===== config.mk =====
export PLATFORM = sky130hd
export DESIGN_NAME = sorted_timer_queue
export DESIGN_NICKNAME = d
export VERILOG_FILES = /design/src/stq_pkg.sv /design/src/stq_fifo.sv /design/src/stq_front.sv /design/src/stq_back.sv /design/src/sorted_timer_queue.sv
export SDC_FILE = /design/constraint.sdc
export NUM_CORES = 1
export LEC_CHECK = 0
export BUFFER_PORTS_ARGS = -buffer_cell sky130_fd_sc_hd__buf_2
export CORE_AREA = 2 2 279 281
export DETAILED_ROUTE_END_ITERATION = 10
export DIE_AREA = 0 0 281 283
export PLACE_DENSITY_LB_ADDON = 0.3
export SYNTH_ARGS = -nofsm -noshare
export SYNTH_HDL_FRONTEND = slang
export SYNTH_HIERARCHICAL = 1
export SYNTH_SLANG_ARGS = --single-unit

===== constraint.sdc =====
create_clock -name clk -period 5.6 [get_ports clk]
set_clock_uncertainty 0.1 [all_clocks]
set_input_delay 0.28 -clock clk [delete_from_list [all_inputs] [get_ports clk]]
set_output_delay 0.28 -clock clk [all_outputs]
set_load 0.01 [all_outputs]

===== src/stq_pkg.sv =====
`timescale 1ns / 1ps
// ----------------------------------------------------------------------------
// stq_pkg: shared types and codes for the sorted timer queue
// Request, status and command codes, plus the words passed between the
// decode front, the list engine and the result queue.
// ----------------------------------------------------------------------------
package stq_pkg;

  // fixed port widths
  localparam int ID_BITS      = 4;
  localparam int IN_TIME_BITS = 32;

  // request codes on req_type
  localparam logic [1:0] REQ_ADD    = 2'd0;
  localparam logic [1:0] REQ_ADJUST = 2'd1;
  localparam logic [1:0] REQ_DELETE = 2'd2;
  localparam logic [1:0] REQ_TICK   = 2'd3;

  // status codes on results
  localparam logic [1:0] STATUS_OK       = 2'd0;
  localparam logic [1:0] STATUS_ACTIVE   = 2'd1;
  localparam logic [1:0] STATUS_INACTIVE = 2'd2;

  // decoded command kinds
  localparam logic [2:0] CMD_ADD    = 3'd0;
  localparam logic [2:0] CMD_ADJUST = 3'd1;
  localparam logic [2:0] CMD_DELETE = 3'd2;
  localparam logic [2:0] CMD_TICK   = 3'd3;
  localparam logic [2:0] CMD_BAD_ID = 3'd4;

  // command word, front to back; tval is expiry or current time, masked
  typedef struct packed {
    logic [2:0]              kind;
    logic [ID_BITS-1:0]      id;
    logic [IN_TIME_BITS-1:0] tval;
  } cmd_t;

  // result word, back to output queue
  typedef struct packed {
    logic [1:0]         status;
    logic               expired_valid;
    logic [ID_BITS-1:0] expired_id;
    logic               last;
  } result_t;

endpackage


===== src/stq_fifo.sv =====
`timescale 1ns / 1ps
// ----------------------------------------------------------------------------
// stq_fifo: small first-word-fall-through queue
// Register-based queue with full/empty flags; the head word is always
// visible on rd_data while empty is low.
// ----------------------------------------------------------------------------
module stq_fifo #(
  parameter int WIDTH = 8,
  parameter int DEPTH = 2
) (
  input  logic             clk,
  input  logic             rst,
  input  logic             wr_en,
  input  logic [WIDTH-1:0] wr_data,
  output logic             full,
  input  logic             rd_en,
  output logic [WIDTH-1:0] rd_data,
  output logic             empty
);

  localparam int PW = (DEPTH > 1) ? $clog2(DEPTH) : 1;
  localparam int CW = $clog2(DEPTH + 1);

  logic [WIDTH-1:0] store [DEPTH];
  logic [PW-1:0]    wr_ptr;
  logic [PW-1:0]    rd_ptr;
  logic [CW-1:0]    count;
  logic             do_wr;
  logic             do_rd;

  assign do_wr   = wr_en && !full;
  assign do_rd   = rd_en && !empty;
  assign full    = (count == CW'(DEPTH));
  assign empty   = (count == '0);
  assign rd_data = store[rd_ptr];

  // pointers and fill level
  always_ff @(posedge clk) begin
    if (rst) begin
      wr_ptr <= '0;
      rd_ptr <= '0;
      count  <= '0;
    end else begin
      if (do_wr) begin
        wr_ptr <= (wr_ptr == PW'(DEPTH - 1)) ? '0 : wr_ptr + 1'b1;
      end
      if (do_rd) begin
        rd_ptr <= (rd_ptr == PW'(DEPTH - 1)) ? '0 : rd_ptr + 1'b1;
      end
      case ({do_wr, do_rd})
        2'b10:   count <= count + 1'b1;
        2'b01:   count <= count - 1'b1;
        default: count <= count;
      endcase
    end
  end

  // storage, no reset
  always_ff @(posedge clk) begin
    if (do_wr) begin
      store[wr_ptr] <= wr_data;
    end
  end

endmodule


===== src/stq_front.sv =====
`timescale 1ns / 1ps
// ----------------------------------------------------------------------------
// stq_front: request decode
// Turns a request into a command word: picks the time operand, masks it
// to the configured time width and flags ids beyond the slot range.
// ----------------------------------------------------------------------------
module stq_front #(
  parameter int SLOT_USE = 16,
  parameter int TW       = 32
) (
  input  logic [1:0]                        req_type,
  input  logic [stq_pkg::ID_BITS-1:0]       timer_id,
  input  logic [stq_pkg::IN_TIME_BITS-1:0]  expiry_time,
  input  logic [stq_pkg::IN_TIME_BITS-1:0]  now_time,
  output stq_pkg::cmd_t                     cmd
);

  always_comb begin
    cmd.kind = stq_pkg::CMD_TICK;
    cmd.id   = timer_id;
    cmd.tval = '0;
    unique case (req_type)
      stq_pkg::REQ_ADD: begin
        cmd.kind           = stq_pkg::CMD_ADD;
        cmd.tval[TW-1:0]   = expiry_time[TW-1:0];
      end
      stq_pkg::REQ_ADJUST: begin
        cmd.kind           = stq_pkg::CMD_ADJUST;
        cmd.tval[TW-1:0]   = expiry_time[TW-1:0];
      end
      stq_pkg::REQ_DELETE: begin
        cmd.kind           = stq_pkg::CMD_DELETE;
      end
      stq_pkg::REQ_TICK: begin
        cmd.kind           = stq_pkg::CMD_TICK;
        cmd.tval[TW-1:0]   = now_time[TW-1:0];
      end
      default: begin
        cmd.kind           = stq_pkg::CMD_TICK;
      end
    endcase
    // timer requests naming a slot that does not exist
    if (req_type != stq_pkg::REQ_TICK && int'(timer_id) >= SLOT_USE) begin
      cmd.kind = stq_pkg::CMD_BAD_ID;
    end
  end

endmodule


===== src/stq_back.sv =====
`timescale 1ns / 1ps
// ----------------------------------------------------------------------------
// stq_back: ordered list engine
// Keeps the active timers in a one-read, one-write list memory sorted by expiry
// and executes add, adjust, delete and tick one list entry per cycle while results do not stall.
// ----------------------------------------------------------------------------
module stq_back #(
  parameter int SLOT_USE = 16,
  parameter int TW       = 32
) (
  input  logic              clk,
  input  logic              rst,
  input  logic              cmd_valid,
  input  stq_pkg::cmd_t     cmd,
  output logic              cmd_pop,
  input  logic              res_full,
  output logic              res_push,
  output stq_pkg::result_t  res
);

  localparam int AW = $clog2(SLOT_USE);
  localparam int CW = $clog2(SLOT_USE + 1);

  localparam logic [2:0] S_IDLE   = 3'd0;
  localparam logic [2:0] S_INS    = 3'd1;
  localparam logic [2:0] S_REM    = 3'd2;
  localparam logic [2:0] S_ISTART = 3'd3;
  localparam logic [2:0] S_TICK   = 3'd4;
  localparam logic [2:0] S_TFIN   = 3'd5;

  typedef struct packed {
    logic [AW-1:0] id;
    logic [TW-1:0] expiry;
  } ent_t;

  // list memory and its ports
  ent_t          ord_mem [SLOT_USE];
  ent_t          rdata;
  logic [AW-1:0] rd_addr;
  logic [CW-1:0] rd_sel;
  logic          wr_en;
  logic [AW-1:0] wr_addr;
  ent_t          wr_data;

  // control registers
  logic [2:0]          state, state_next;
  logic [CW-1:0]       count, count_next;
  logic [SLOT_USE-1:0] active, active_next;
  logic [CW-1:0]       idx, idx_next;
  logic                found, found_next;
  logic                expiring, expiring_next;
  logic [CW-1:0]       kcnt, kcnt_next;
  logic                ins_after, ins_after_next;
  logic [AW-1:0]       pend_id, pend_id_next;
  logic [AW-1:0]       tgt_id, tgt_id_next;
  logic [TW-1:0]       tval, tval_next;
  logic [AW-1:0]       cmd_id;

  assign cmd_id = cmd.id[AW-1:0];

  // sequencer
  always_comb begin
    state_next     = state;
    count_next     = count;
    active_next    = active;
    idx_next       = idx;
    found_next     = found;
    expiring_next  = expiring;
    kcnt_next      = kcnt;
    ins_after_next = ins_after;
    pend_id_next   = pend_id;
    tgt_id_next    = tgt_id;
    tval_next      = tval;
    rd_sel         = idx;
    wr_en          = 1'b0;
    wr_addr        = '0;
    wr_data        = rdata;
    cmd_pop        = 1'b0;
    res_push       = 1'b0;
    res.status        = stq_pkg::STATUS_OK;
    res.expired_valid = 1'b0;
    res.expired_id    = '0;
    res.last          = 1'b1;

    unique case (state)
      S_IDLE: begin
        rd_sel = '0;
        if (cmd_valid && !res_full) begin
          cmd_pop     = 1'b1;
          res_push    = 1'b1;
          tgt_id_next = cmd_id;
          tval_next   = cmd.tval[TW-1:0];
          unique case (cmd.kind)
            stq_pkg::CMD_ADD: begin
              if (active[cmd_id]) begin
                res.status = stq_pkg::STATUS_ACTIVE;
              end else begin
                active_next[cmd_id] = 1'b1;
                idx_next            = count;
                rd_sel              = count - 1'b1;
                state_next          = S_INS;
              end
            end
            stq_pkg::CMD_ADJUST: begin
              if (!active[cmd_id]) begin
                res.status = stq_pkg::STATUS_INACTIVE;
              end else begin
                idx_next       = '0;
                found_next     = 1'b0;
                ins_after_next = 1'b1;
                state_next     = S_REM;
              end
            end
            stq_pkg::CMD_DELETE: begin
              if (!active[cmd_id]) begin
                res.status = stq_pkg::STATUS_INACTIVE;
              end else begin
                active_next[cmd_id] = 1'b0;
                idx_next            = '0;
                found_next          = 1'b0;
                ins_after_next      = 1'b0;
                state_next          = S_REM;
              end
            end
            stq_pkg::CMD_TICK: begin
              // empty list answers with the no-expiry word right away
              if (count != '0) begin
                res_push      = 1'b0;
                idx_next      = '0;
                kcnt_next     = '0;
                expiring_next = 1'b1;
                state_next    = S_TICK;
              end
            end
            default: begin
              res.status = stq_pkg::STATUS_INACTIVE;
            end
          endcase
        end
      end

      // walk from the tail, shifting later expiries down one place
      S_INS: begin
        wr_en   = 1'b1;
        wr_addr = idx[AW-1:0];
        if (idx == '0 || rdata.expiry <= tval) begin
          wr_data.id     = tgt_id;
          wr_data.expiry = tval;
          count_next     = count + 1'b1;
          state_next     = S_IDLE;
        end else begin
          idx_next = idx - 1'b1;
          rd_sel   = idx - 2'd2;
        end
      end

      // walk from the head, closing the gap behind the removed id
      S_REM: begin
        rd_sel   = idx + 1'b1;
        idx_next = idx + 1'b1;
        if (found) begin
          wr_en   = 1'b1;
          wr_addr = AW'(idx - 1'b1);
        end
        if (rdata.id == tgt_id) begin
          found_next = 1'b1;
        end
        if (idx == count - 1'b1) begin
          count_next = count - 1'b1;
          if (ins_after) begin
            idx_next   = count - 1'b1;
            state_next = S_ISTART;
          end else begin
            state_next = S_IDLE;
          end
        end
      end

      // spare state so the tail read sees the last removal write
      S_ISTART: begin
        rd_sel     = idx - 1'b1;
        state_next = S_INS;
      end

      // pop expired entries, then compact the rest toward the head
      S_TICK: begin
        if (expiring && rdata.expiry <= tval) begin
          if (kcnt != '0) begin
            res_push          = !res_full;
            res.expired_valid = 1'b1;
            res.expired_id    = stq_pkg::ID_BITS'(pend_id);
            res.last          = 1'b0;
          end
          if (kcnt == '0 || !res_full) begin
            pend_id_next          = rdata.id;
            active_next[rdata.id] = 1'b0;
            kcnt_next             = kcnt + 1'b1;
            idx_next              = idx + 1'b1;
            rd_sel                = idx + 1'b1;
            if (idx == count - 1'b1) begin
              state_next = S_TFIN;
            end
          end
        end else if (kcnt == '0) begin
          res_push = !res_full;
          if (!res_full) begin
            state_next = S_IDLE;
          end
        end else begin
          expiring_next = 1'b0;
          wr_en         = 1'b1;
          wr_addr       = AW'(idx - kcnt);
          idx_next      = idx + 1'b1;
          rd_sel        = idx + 1'b1;
          if (idx == count - 1'b1) begin
            state_next = S_TFIN;
          end
        end
      end

      // final expired word carries last
      S_TFIN: begin
        if (!res_full) begin
          res_push          = 1'b1;
          res.expired_valid = 1'b1;
          res.expired_id    = stq_pkg::ID_BITS'(pend_id);
          count_next        = count - kcnt;
          state_next        = S_IDLE;
        end
      end

      default: begin
        state_next = S_IDLE;
      end
    endcase

    // keep reads inside the memory
    rd_addr = (rd_sel < CW'(SLOT_USE)) ? rd_sel[AW-1:0] : '0;
  end

  // control state
  always_ff @(posedge clk) begin
    if (rst) begin
      state     <= S_IDLE;
      count     <= '0;
      active    <= '0;
      found     <= 1'b0;
      expiring  <= 1'b0;
      kcnt      <= '0;
      ins_after <= 1'b0;
    end else begin
      state     <= state_next;
      count     <= count_next;
      active    <= active_next;
      found     <= found_next;
      expiring  <= expiring_next;
      kcnt      <= kcnt_next;
      ins_after <= ins_after_next;
    end
  end

  // operands, no reset
  always_ff @(posedge clk) begin
    idx     <= idx_next;
    pend_id <= pend_id_next;
    tgt_id  <= tgt_id_next;
    tval    <= tval_next;
  end

  // list memory: one write, one registered read per cycle
  always_ff @(posedge clk) begin
    if (wr_en) begin
      ord_mem[wr_addr] <= wr_data;
    end
    rdata <= ord_mem[rd_addr];
  end

`ifndef SYNTHESIS
  // list length never exceeds the slot count
  a_count_range: assert property (@(posedge clk) disable iff (rst)
    count <= CW'(SLOT_USE))
    else $error("list length beyond slot count");

  // between commands the active bits agree with the list length
  a_active_count: assert property (@(posedge clk) disable iff (rst)
    state == S_IDLE |-> $countones(active) == int'(count))
    else $error("active bits disagree with list length");

  // list walks for add, adjust and delete emit nothing
  a_walk_silent: assert property (@(posedge clk) disable iff (rst)
    (state == S_INS || state == S_REM || state == S_ISTART) |-> !res_push)
    else $error("result pushed during list walk");

  // closing a tick only happens after something expired
  a_tfin_pending: assert property (@(posedge clk) disable iff (rst)
    state == S_TFIN |-> kcnt != '0)
    else $error("tick close without expired timer");
`endif

endmodule


===== src/sorted_timer_queue.sv =====
`timescale 1ns / 1ps
// ----------------------------------------------------------------------------
// sorted_timer_queue: ascending sorted timer list
// Holds up to TIMER_SLOTS timers by slot id, ordered by absolute expiry,
// and serves add, adjust, delete and tick requests through queue ports.
// ----------------------------------------------------------------------------
// Requests enter through a two-word command queue and results leave through
// a four-word result queue, so either side can stall independently. The
// list engine walks a one-read, one-write list memory one entry per cycle
// unless a result word stalls; a request occupies it for one walk of the
// list, adjust for two (remove, then reinsert), and a tick also waits on each
// stalled result word. Ids at or above the slot count (slots beyond 16 are
// unreachable through the 4-bit id) answer "not active". Times compare on
// the low TIME_BITS bits, at most 32. Reset needs no clearing pass: the active
// bits are flops and list memory contents are only used below the list length.
// ----------------------------------------------------------------------------
module sorted_timer_queue #(
  parameter int TIMER_SLOTS = 16,
  parameter int TIME_BITS   = 32
) (
  input  logic                              clk,
  input  logic                              rst,
  input  logic                              push,
  output logic                              full,
  input  logic [1:0]                        req_type,
  input  logic [stq_pkg::ID_BITS-1:0]       timer_id,
  input  logic [stq_pkg::IN_TIME_BITS-1:0]  expiry_time,
  input  logic [stq_pkg::IN_TIME_BITS-1:0]  now_time,
  output logic                              empty,
  input  logic                              pop,
  output logic [1:0]                        status,
  output logic                              expired_valid,
  output logic [stq_pkg::ID_BITS-1:0]       expired_id,
  output logic                              last
);

  localparam int ID_SPACE = 1 << stq_pkg::ID_BITS;
  localparam int SLOT_USE = (TIMER_SLOTS < ID_SPACE) ? TIMER_SLOTS : ID_SPACE;
  localparam int TW = (TIME_BITS < stq_pkg::IN_TIME_BITS) ? TIME_BITS
                                                         : stq_pkg::IN_TIME_BITS;

  stq_pkg::cmd_t    cmd_in;
  stq_pkg::cmd_t    cmd_head;
  logic             cmd_empty;
  logic             cmd_pop;
  stq_pkg::result_t res_in;
  stq_pkg::result_t res_head;
  logic             res_push;
  logic             res_full;

  // decode
  stq_front #(
    .SLOT_USE (SLOT_USE),
    .TW       (TW)
  ) u_front (
    .req_type    (req_type),
    .timer_id    (timer_id),
    .expiry_time (expiry_time),
    .now_time    (now_time),
    .cmd         (cmd_in)
  );

  // command queue between front and back
  stq_fifo #(
    .WIDTH ($bits(stq_pkg::cmd_t)),
    .DEPTH (2)
  ) u_cmd_q (
    .clk     (clk),
    .rst     (rst),
    .wr_en   (push),
    .wr_data (cmd_in),
    .full    (full),
    .rd_en   (cmd_pop),
    .rd_data (cmd_head),
    .empty   (cmd_empty)
  );

  // list engine
  stq_back #(
    .SLOT_USE (SLOT_USE),
    .TW       (TW)
  ) u_back (
    .clk       (clk),
    .rst       (rst),
    .cmd_valid (!cmd_empty),
    .cmd       (cmd_head),
    .cmd_pop   (cmd_pop),
    .res_full  (res_full),
    .res_push  (res_push),
    .res       (res_in)
  );

  // result queue
  stq_fifo #(
    .WIDTH ($bits(stq_pkg::result_t)),
    .DEPTH (4)
  ) u_res_q (
    .clk     (clk),
    .rst     (rst),
    .wr_en   (res_push),
    .wr_data (res_in),
    .full    (res_full),
    .rd_en   (pop),
    .rd_data (res_head),
    .empty   (empty)
  );

  assign status        = res_head.status;
  assign expired_valid = res_head.expired_valid;
  assign expired_id    = res_head.expired_id;
  assign last          = res_head.last;

endmodule

Word-level counts from Yosys, hierarchy flattened
Memories as Yosys holds them, arrays and structs flattened. A register that Yosys moved wholly into a read port is not among the register bits.
Index checks and enable logic that the tools add are counted.
{"block": "word_totals", "elab_cells": 248, "mem_bits_rw": 686, "memories": 3, "latchBits": 0, "rom_bits": 0, "ff_bits": 88, "out_inout_bits": 10}
{"memory": "u_back.ord_mem", "depth": 16, "word_bits": 36, "rd": 1, "rd_clocked_by_memory_dff": 1, "wr": 1, "line_no": "stq_back.sv:37", "source": "ent_t ord_mem [SLOT_USE];"}
{"memory": "u_cmd_q.store", "depth": 2, "word_bits": 39, "rd": 1, "rd_clocked_by_memory_dff": 1, "wr": 1, "line_no": "stq_fifo.sv:24", "source": "logic [WIDTH-1:0] store [DEPTH];"}
{"memory": "u_res_q.store", "depth": 4, "word_bits": 8, "rd": 1, "rd_clocked_by_memory_dff": 1, "wr": 1, "line_no": "stq_fifo.sv:24"}
{"block": "classes", "n_shift": 0, "n_mul": 0, "n_mux": 115, "n_lt_le_gt_ge": 6, "n_eq_ne": 44, "div": 0, "n_reduce_logical": 42, "n_bitwise": 5, "n_addsub": 16}
{"cell": "$mux W5", "count": 22}
{"cell": "$mux W16", "count": 5}
{"cell": "$mux W36", "count": 2}
{"cell": "$pmux W16 S2", "count": 2}
{"cell": "$pmux W32 S2", "count": 1}
{"cell": "$mux W1", "count": 37}
{"cell": "$mux W3", "count": 11}
{"cell": "$and A16 B16 Y16", "count": 2}
{"cell": "$le A32 B32 Y1", "count": 1}
{"cell": "$not A16 Y16", "count": 2}
{"cell": "$pmux W5 S3", "count": 2}
{"cell": "$pmux W5 S5", "count": 1}
{"cell": "$ne A2 B1 Y1 const B", "count": 10}
{"cell": "$pmux W5 S2", "count": 2}
{"cell": "$pmux W5 S4", "count": 1}
{"cell": "$pmux W3 S6", "count": 1}
{"cell": "$mux W2", "count": 8}
{"cell": "$mux W4", "count": 4}
{"cell": "$or A16 B16 Y16", "count": 1}
{"cell": "$add A5 B1 Y5 const B", "count": 3}
{"cell": "$eq A2 B2 Y1 const B", "count": 7}
{"cell": "$reduce_and A7 Y1", "count": 2}
{"cell": "$eq A3 B2 Y1 const B", "count": 4}
{"cell": "$mux W6", "count": 2}
{"cell": "other kinds (48)", "count": 95}

Longest topological paths before layout
{"block": "depth", "ltp_word": 10, "depth_mapped": 19}

Cells and area by module
The synthesis kept the hierarchy.
{"mod": "stq_back", "instances": 1, "cells_each": 2180, "area_each_um2": 29101.7}
{"mod": "stq_fifo at u_cmd_q", "instances": 1, "cells_each": 147, "area_each_um2": 3027.9}
{"mod": "stq_fifo at u_res_q", "instances": 1, "cells_each": 96, "area_each_um2": 1647.8}
{"mod": "stq_front", "instances": 1, "cells_each": 49, "area_each_um2": 415.4}
{"mod": "sorted_timer_queue", "instances": 1, "cells_each": 1, "area_each_um2": 3.8}

Least setup slack after synthesis
OpenSTA, ideal clock, no wires.
{"block": "synth_path", "kind": "register -> register", "startpoint": "register u_back.tval[1]", "endpoint": "memory u_back/ord_mem[8][0] (netlist bit) (enable)", "n_path_buf": 1, "arrival_time_ps": 4166, "slack_ps": 905, "stages_incl_launch_ff": 15, "period_less_slack_ps": 4695, "path_cell_list": "edfxtp_1 > inv_1 > ha_1 > nor2b_1 > o211ai_1 > a2111oi_0 > o31a_1 > clkbuf_1 > nor3_2 > nor3_1 > nand2_1 > o22ai_1 > a21oi_1 > nand2b_1 > nor2_1"}
{"block": "synth_between", "elab_chain_cells": 6}
{"item": "from (decl)", "line_no": "stq_back.sv:56", "source": "logic [TW-1:0] tval, tval_next;"}
{"item": "from (signal assigned)", "line_no": "stq_back.sv:267", "source": "tval <= tval_next;"}
{"item": "$le A32 B32 Y1 (*)", "line_no": "stq_back.sv:187", "source": "if (expiring && rdata.expiry <= tval) begin"}
{"item": "$logic_and A1 B1 Y1 (*)", "line_no": "stq_back.sv:187"}
{"item": "$mux W1", "line_no": "stq_back.sv:187"}
{"item": "$pmux W1 S3", "line_no": "stq_back.sv:85", "source": "unique case (state)"}
{"item": "$mux W1", "line_no": "stq_back.sv:272", "source": "if (wr_en) begin"}
{"item": "$mux W1 (implied by the code)", "line_no": "stq_back.sv:273", "source": "ord_mem[wr_addr] <= wr_data;"}
{"item": "to (decl)", "line_no": "stq_back.sv:37"}
Every way passes the cells marked *; elsewhere a longest branch is shown, timed or not.

Worst setup path in the final report
{"block": "layout_path", "startpoint": "register u_back.tval[19]", "endpoint": "register u_back/rdata[23] (netlist name)"}
{"block": "layout_between", "elab_chain_cells": 6}
{"item": "$le A32 B32 Y1 (*)", "line_no": "stq_back.sv:146, stq_back.sv:187"}
{"item": "$logic_and A1 B1 Y1 or $logic_or A1 B1 Y1 (tied branches)", "line_no": "stq_back.sv:187, stq_back.sv:146"}
{"item": "$mux W5 (on tied branches)"}
{"item": "$pmux W5 S5 (*)", "line_no": "stq_back.sv:85"}
{"item": "$lt A5 B5 Y1", "line_no": "stq_back.sv:238", "source": "rd_addr = (rd_sel < CW'(SLOT_USE)) ? rd_sel[AW-1:0] : '0;"}
{"item": "$mux W4 (*)", "line_no": "stq_back.sv:238"}
Marks and branches as above.
A chain may end at the register's enable or synchronous reset.

==> results by stage <==
Synthesis:
- The synthesized netlist contains 87 unique library cells.
- Of the post-synthesis cell area, the dominant cell type holds 0.6419.
- In this run, synthesis inferred 731 flip-flops with an integrated enable.
- The summed instance area of the synthesized netlist is 34200 um2.
- The Yosys step of the flow raised 6 warnings.
- Of all cell types, the one taking the most synthesized area is sky130_fd_sc_hd__edfxtp_1.
- The number of standard cells after synthesis is 2473.
- Synthesis inferred 813 register bits.
- Yosys attributes the largest share of cell area to sky130_fd_sc_hd__edfxtp_1 (64%), sky130_fd_sc_hd__dfxtp_1 (4.8%), sky130_fd_sc_hd__nand2_1 (3.9%), sky130_fd_sc_hd__mux2_2 (3.4%), sky130_fd_sc_hd__ha_1 (2.1%).
- The synthesized area per cell is 13.83 um2.
- The part of the Yosys area used for sequential elements is 0.6899.
- The number of nets produced by synthesis is 2608.
- For this run, asynchronously set or reset flops after synthesis account for 0.
- The leading register cell type out of synthesis is sky130_fd_sc_hd__edfxtp_1.

Worst setup path:
- The data arrival time at the worst-slack endpoint is 5570 ps.
- The worst setup path is of the register to register kind.
- In this run the register-to-register setup slack is 430 ps.
- Of all nets on the critical path, the largest fanout is 37.
- STA classifies the critical path endpoint as a register.
- The worst register-to-register path has a depth of 14.
- STA classifies the critical path startpoint as a register.
- Data on the critical path is required at its endpoint by 6000 ps.

Floorplan:
- From bottom edge to top edge, the die measures 283 um.
- The die covers 79520 um2.
- The core region is 76700 um2.
- In this run the horizontal extent of the chip is 281 um.
- The initial core utilization is 0.4458.
- The number of rows in the core area is 102.
- For this design the top-level I/O count stands at 84.

Placement:
- Routability-driven placement finished with a final weighted congestion of 0.8863.
- The number of buffer cells added on primary ports is 83.
- The pre-CTS worst setup slack is 512.5 ps.
- Detailed placement finished with a half-perimeter wire length of 51790 um.
- The instance area after placement is 36500 um2.

Cells and area:
- The number of antenna diodes in the final layout is 0.
- Relative to the synthesized area, the layout overhead comes to 16.62%.
- In the final layout, flip-flops and latches occupy 23590 um2.
- The fill cell total of the finished layout is 6279.
- The total area of multi-input combinational cells is 9819 um2.
- The final non-filler cell area is 39880 um2.
- In the final layout, the share of cells above drive strength 1 is 0.1720.
- The final-stage net count is 2794.

GRT:
- Across every metal layer, demand over resource in global routing totals 0.2240.
- The via count of the first global-routing pass is 21924.
- Entering global routing, the biggest net connects 72 pins.
- The total grt overflow is 0.
- The first global-routing pass estimated 134300 um of wire.
- The initial antenna violation count is 0.

STA:
- The final period utilization is 0.9236.
- Setup repair after global routing left no endpoint under its margin.
- In this run the tightest slew margin relative to its limit is 0.2128.
- The setup TNS is 0 ps.
- The post-route minimum period is 5172 ps.
- The max-slew violation count is 0.
- The number of failing setup endpoints in the final timing report is 0.
- Derived from the worst setup path, the maximum achievable clock frequency is 0.1934 GHz.
- The actual slew at the worst max-slew pin is 1181 ps.
- The worst path meets setup with 428.1 ps of slack.
- The final hold violation count is 0.

Detailed routing:
- The detailed route wirelength on metal2 is 41900 um.
- The routed wirelength normalized by instance count is 23.95 um.
- The detailed router finished its first iteration with 2298 violations.
- In the detailed route, the total length drawn on met3 is 6466 um.
- The remaining antenna violation count after routing is 0.
- For this run, the detailed router's first-pass iteration total came to 5.
- The routed metal-1 wire length is 38430 um.
- Across all layers, the routed design uses 21820 vias.
- The total length of routed wires is 90190 um.
- After detailed routing, the number of vias per cell comes to 5.794.
- In this run the top signal layer used is met4.
- In the routed design, unresolved DRC markers number 0.

Clock tree:
- The H-tree depth is 3.
- The post-cts sizing count is 0.
- The clock root buffer is sky130_fd_sc_hd__clkbuf_16.
- The clock input transition at the sequential cells of the worst setup and hold paths is 60 ps.
- At the later pin of the worst-skew pair, clock insertion delay measures 640 ps.
- The clock tree from TritonCTS is yes.
- The number of buffers added for setup after CTS is 0.
- The total clock buffers created by CTS is 82.
- The buffer depth of the longest clock path is 3.
- The TritonCTS sink count is 813.

Power:
- The peak supply drop is 0.0003312 V.
- After layout, the design draws a total of 0.02276 W.
- The leakage power of the design is 13.53 nW.
- The power density over the cells is 570.7 nW/um2.

Job:
- The tool flagged a number of max-cap violations equal to 0.

Hold path:
- The class of the worst hold path is input pin to register.
- The number of cells traversed by the worst hold path is 2.

Run status:
- The flow ran to the end, and the final reports show no timing, DRC or antenna violations.
placed cells by master (no fill, tap or decap), drive strengths merged, types with 10 or more instances in the layout:
cell | netlist | layout
a21oi | 68 | 68
a22o | 33 | 33
a311oi | 30 | 30
a31oi | 46 | 46
and2 | 10 | 10
buf | 58 | 189
clkbuf | 101 | 109
clkinv | 0 | 26
dfxtp | 82 | 82
dlygate4sd3 | 0 | 72
edfxtp | 731 | 731
ha | 58 | 58
inv | 63 | 67
mux2 | 121 | 121
mux2i | 14 | 14
mux4 | 12 | 12
nand2 | 356 | 356
nand2b | 25 | 25
nand3 | 76 | 76
nand4 | 17 | 17
nand4bb | 24 | 24
nor2 | 84 | 84
nor2b | 22 | 22
nor3 | 37 | 37
nor4 | 14 | 14
o211ai | 65 | 65
o21a | 13 | 13
o21ai | 90 | 90
o221ai | 26 | 26
o22ai | 41 | 41
or3 | 11 | 11
xnor2 | 22 | 22
xor2 | 20 | 20
synth_stat cells, types with 12 or more instances:
| master | instances |
|---|---|
| sky130_fd_sc_hd__inv_1 | 62 |
| sky130_fd_sc_hd__nor2_1 | 84 |
| sky130_fd_sc_hd__buf_2 | 30 |
| sky130_fd_sc_hd__a22o_1 | 31 |
| sky130_fd_sc_hd__xor2_1 | 20 |
| sky130_fd_sc_hd__a311oi_1 | 30 |
| sky130_fd_sc_hd__nand4_1 | 17 |
| sky130_fd_sc_hd__edfxtp_1 | 731 |
| sky130_fd_sc_hd__buf_1 | 13 |
| sky130_fd_sc_hd__nand3_1 | 75 |
| sky130_fd_sc_hd__ha_1 | 58 |
| sky130_fd_sc_hd__o21a_1 | 13 |
| sky130_fd_sc_hd__xnor2_1 | 22 |
| sky130_fd_sc_hd__dfxtp_1 | 82 |
| sky130_fd_sc_hd__nor4_1 | 12 |
| sky130_fd_sc_hd__nand2_1 | 355 |
| sky130_fd_sc_hd__o221ai_1 | 26 |
| sky130_fd_sc_hd__nand2b_1 | 24 |
| sky130_fd_sc_hd__a21oi_1 | 68 |
| sky130_fd_sc_hd__clkbuf_1 | 101 |
| sky130_fd_sc_hd__mux2_1 | 17 |
| sky130_fd_sc_hd__o22ai_1 | 41 |
| sky130_fd_sc_hd__mux4_2 | 12 |
| sky130_fd_sc_hd__mux2_2 | 104 |
| sky130_fd_sc_hd__nor3_1 | 36 |
| sky130_fd_sc_hd__nand4bb_1 | 24 |
| sky130_fd_sc_hd__o211ai_1 | 65 |
| sky130_fd_sc_hd__mux2i_1 | 14 |
| sky130_fd_sc_hd__nor2b_1 | 22 |
| sky130_fd_sc_hd__o21ai_0 | 85 |
| sky130_fd_sc_hd__a31oi_1 | 46 |
final cells by class:
cell class,count,area share
flip-flops and latches,813,0.5916
multi-input cells,1438,0.2462
repair buffers,261,0.05691
clock buffers,109,0.05600
well taps,1040,0.03263
clock inverters,42,0.01067
inverters,63,0.005930
stage by stage:
stage | hold slack, ps | instances | util
CTS | 111.5 | 3766 | 0.5199
global placement | 358.6 | 3543 | 0.4759
finish | 128.1 | 3766 | 0.5199
global route | 146.7 | 3766 | 0.5199
floorplan | 249.1 | 2473 | -
detailed placement | 365.7 | 3543 | 0.4759
final timing paths:
check,start,end
worst max-delay path,u_back/tval[19]$_DFFE_PP_,u_back/rdata[23]$_DFF_P_
worst max register to register,u_back/tval[19]$_DFFE_PP_,u_back/rdata[23]$_DFF_P_
worst min register to register,register,register
worst min-delay path,rst,u_back/ins_after$_SDFFE_PP0P_
report_power, final:
part / total (W) / switching [W] / internal [W]
combinational: 0.00857 / 0.00561 / 0.00296
sequential: 0.00879 / 0.000501 / 0.00829
clock: 0.00540 / 0.00229 / 0.00311
total: 0.0228 / 0.00840 / 0.0144
logic make-up after synthesis:
family / Yosys count / share of synthesized area
adders and majority gates: 61 / 0.02298
xor gates and xnor gates: 42 / 0.01076
and+or+nand+nor: 700 / 0.09762
muxes: 147 / 0.05185
buffers and inverters: 222 / 0.02810
DFF: 813 / 0.6899
AOI/OAI and AO/OA: 487 / 0.09868
other: 1 / 0.0001097
registers in the layout (all words and copies together), names as in the netlist, named ones only:
name	count
u_back/count	5
u_back/ord_mem	576
u_back/ins_after	1
u_cmd_q/count	2
u_back/state	3
u_back/rdata	36
u_res_q/wr_ptr	2
u_back/expiring	1
u_cmd_q/rd_ptr	1
u_back/pend_id	4
u_res_q/store	32
u_back/tgt_id	4
u_back/kcnt	5
u_res_q/rd_ptr	2
u_cmd_q/wr_ptr	1
u_cmd_q/store	78
u_back/found	1
u_back/idx	5
u_res_q/count	3
u_back/tval	32
worst max-delay path, stage by stage, from the launching register on:
cell	delay (ps)
sky130_fd_sc_hd__edfxtp_1	360
sky130_fd_sc_hd__inv_1	120
sky130_fd_sc_hd__ha_1	280
sky130_fd_sc_hd__a21oi_1	160
sky130_fd_sc_hd__o21ai_0	190
sky130_fd_sc_hd__a221oi_1	630
sky130_fd_sc_hd__a21oi_1	410
sky130_fd_sc_hd__nor3_2	620
sky130_fd_sc_hd__o221ai_1	370
sky130_fd_sc_hd__o21a_1	300
sky130_fd_sc_hd__nand2_4	200
sky130_fd_sc_hd__buf_4	530
sky130_fd_sc_hd__mux2_2	400
sky130_fd_sc_hd__o211ai_1	200
sky130_fd_sc_hd__nand4bb_1	120
routing by layer:
layer,track usage,vias up
met5,0,-
met4,0.08463,0
met3,0.04024,181
met2,0.3523,862
met1,0.3109,10955
li1,-,9822
what timing repair did:
| item | 4_1_cts | 5_1_grt |
|---|---|---|
| endpoints found under the hold margin | 79 | 0 |
| hold buffers | 72 | 0 |
| endpoints found under the setup margin | 0 | 0 |
No activity file was read; power rests on OpenSTA's default activity.
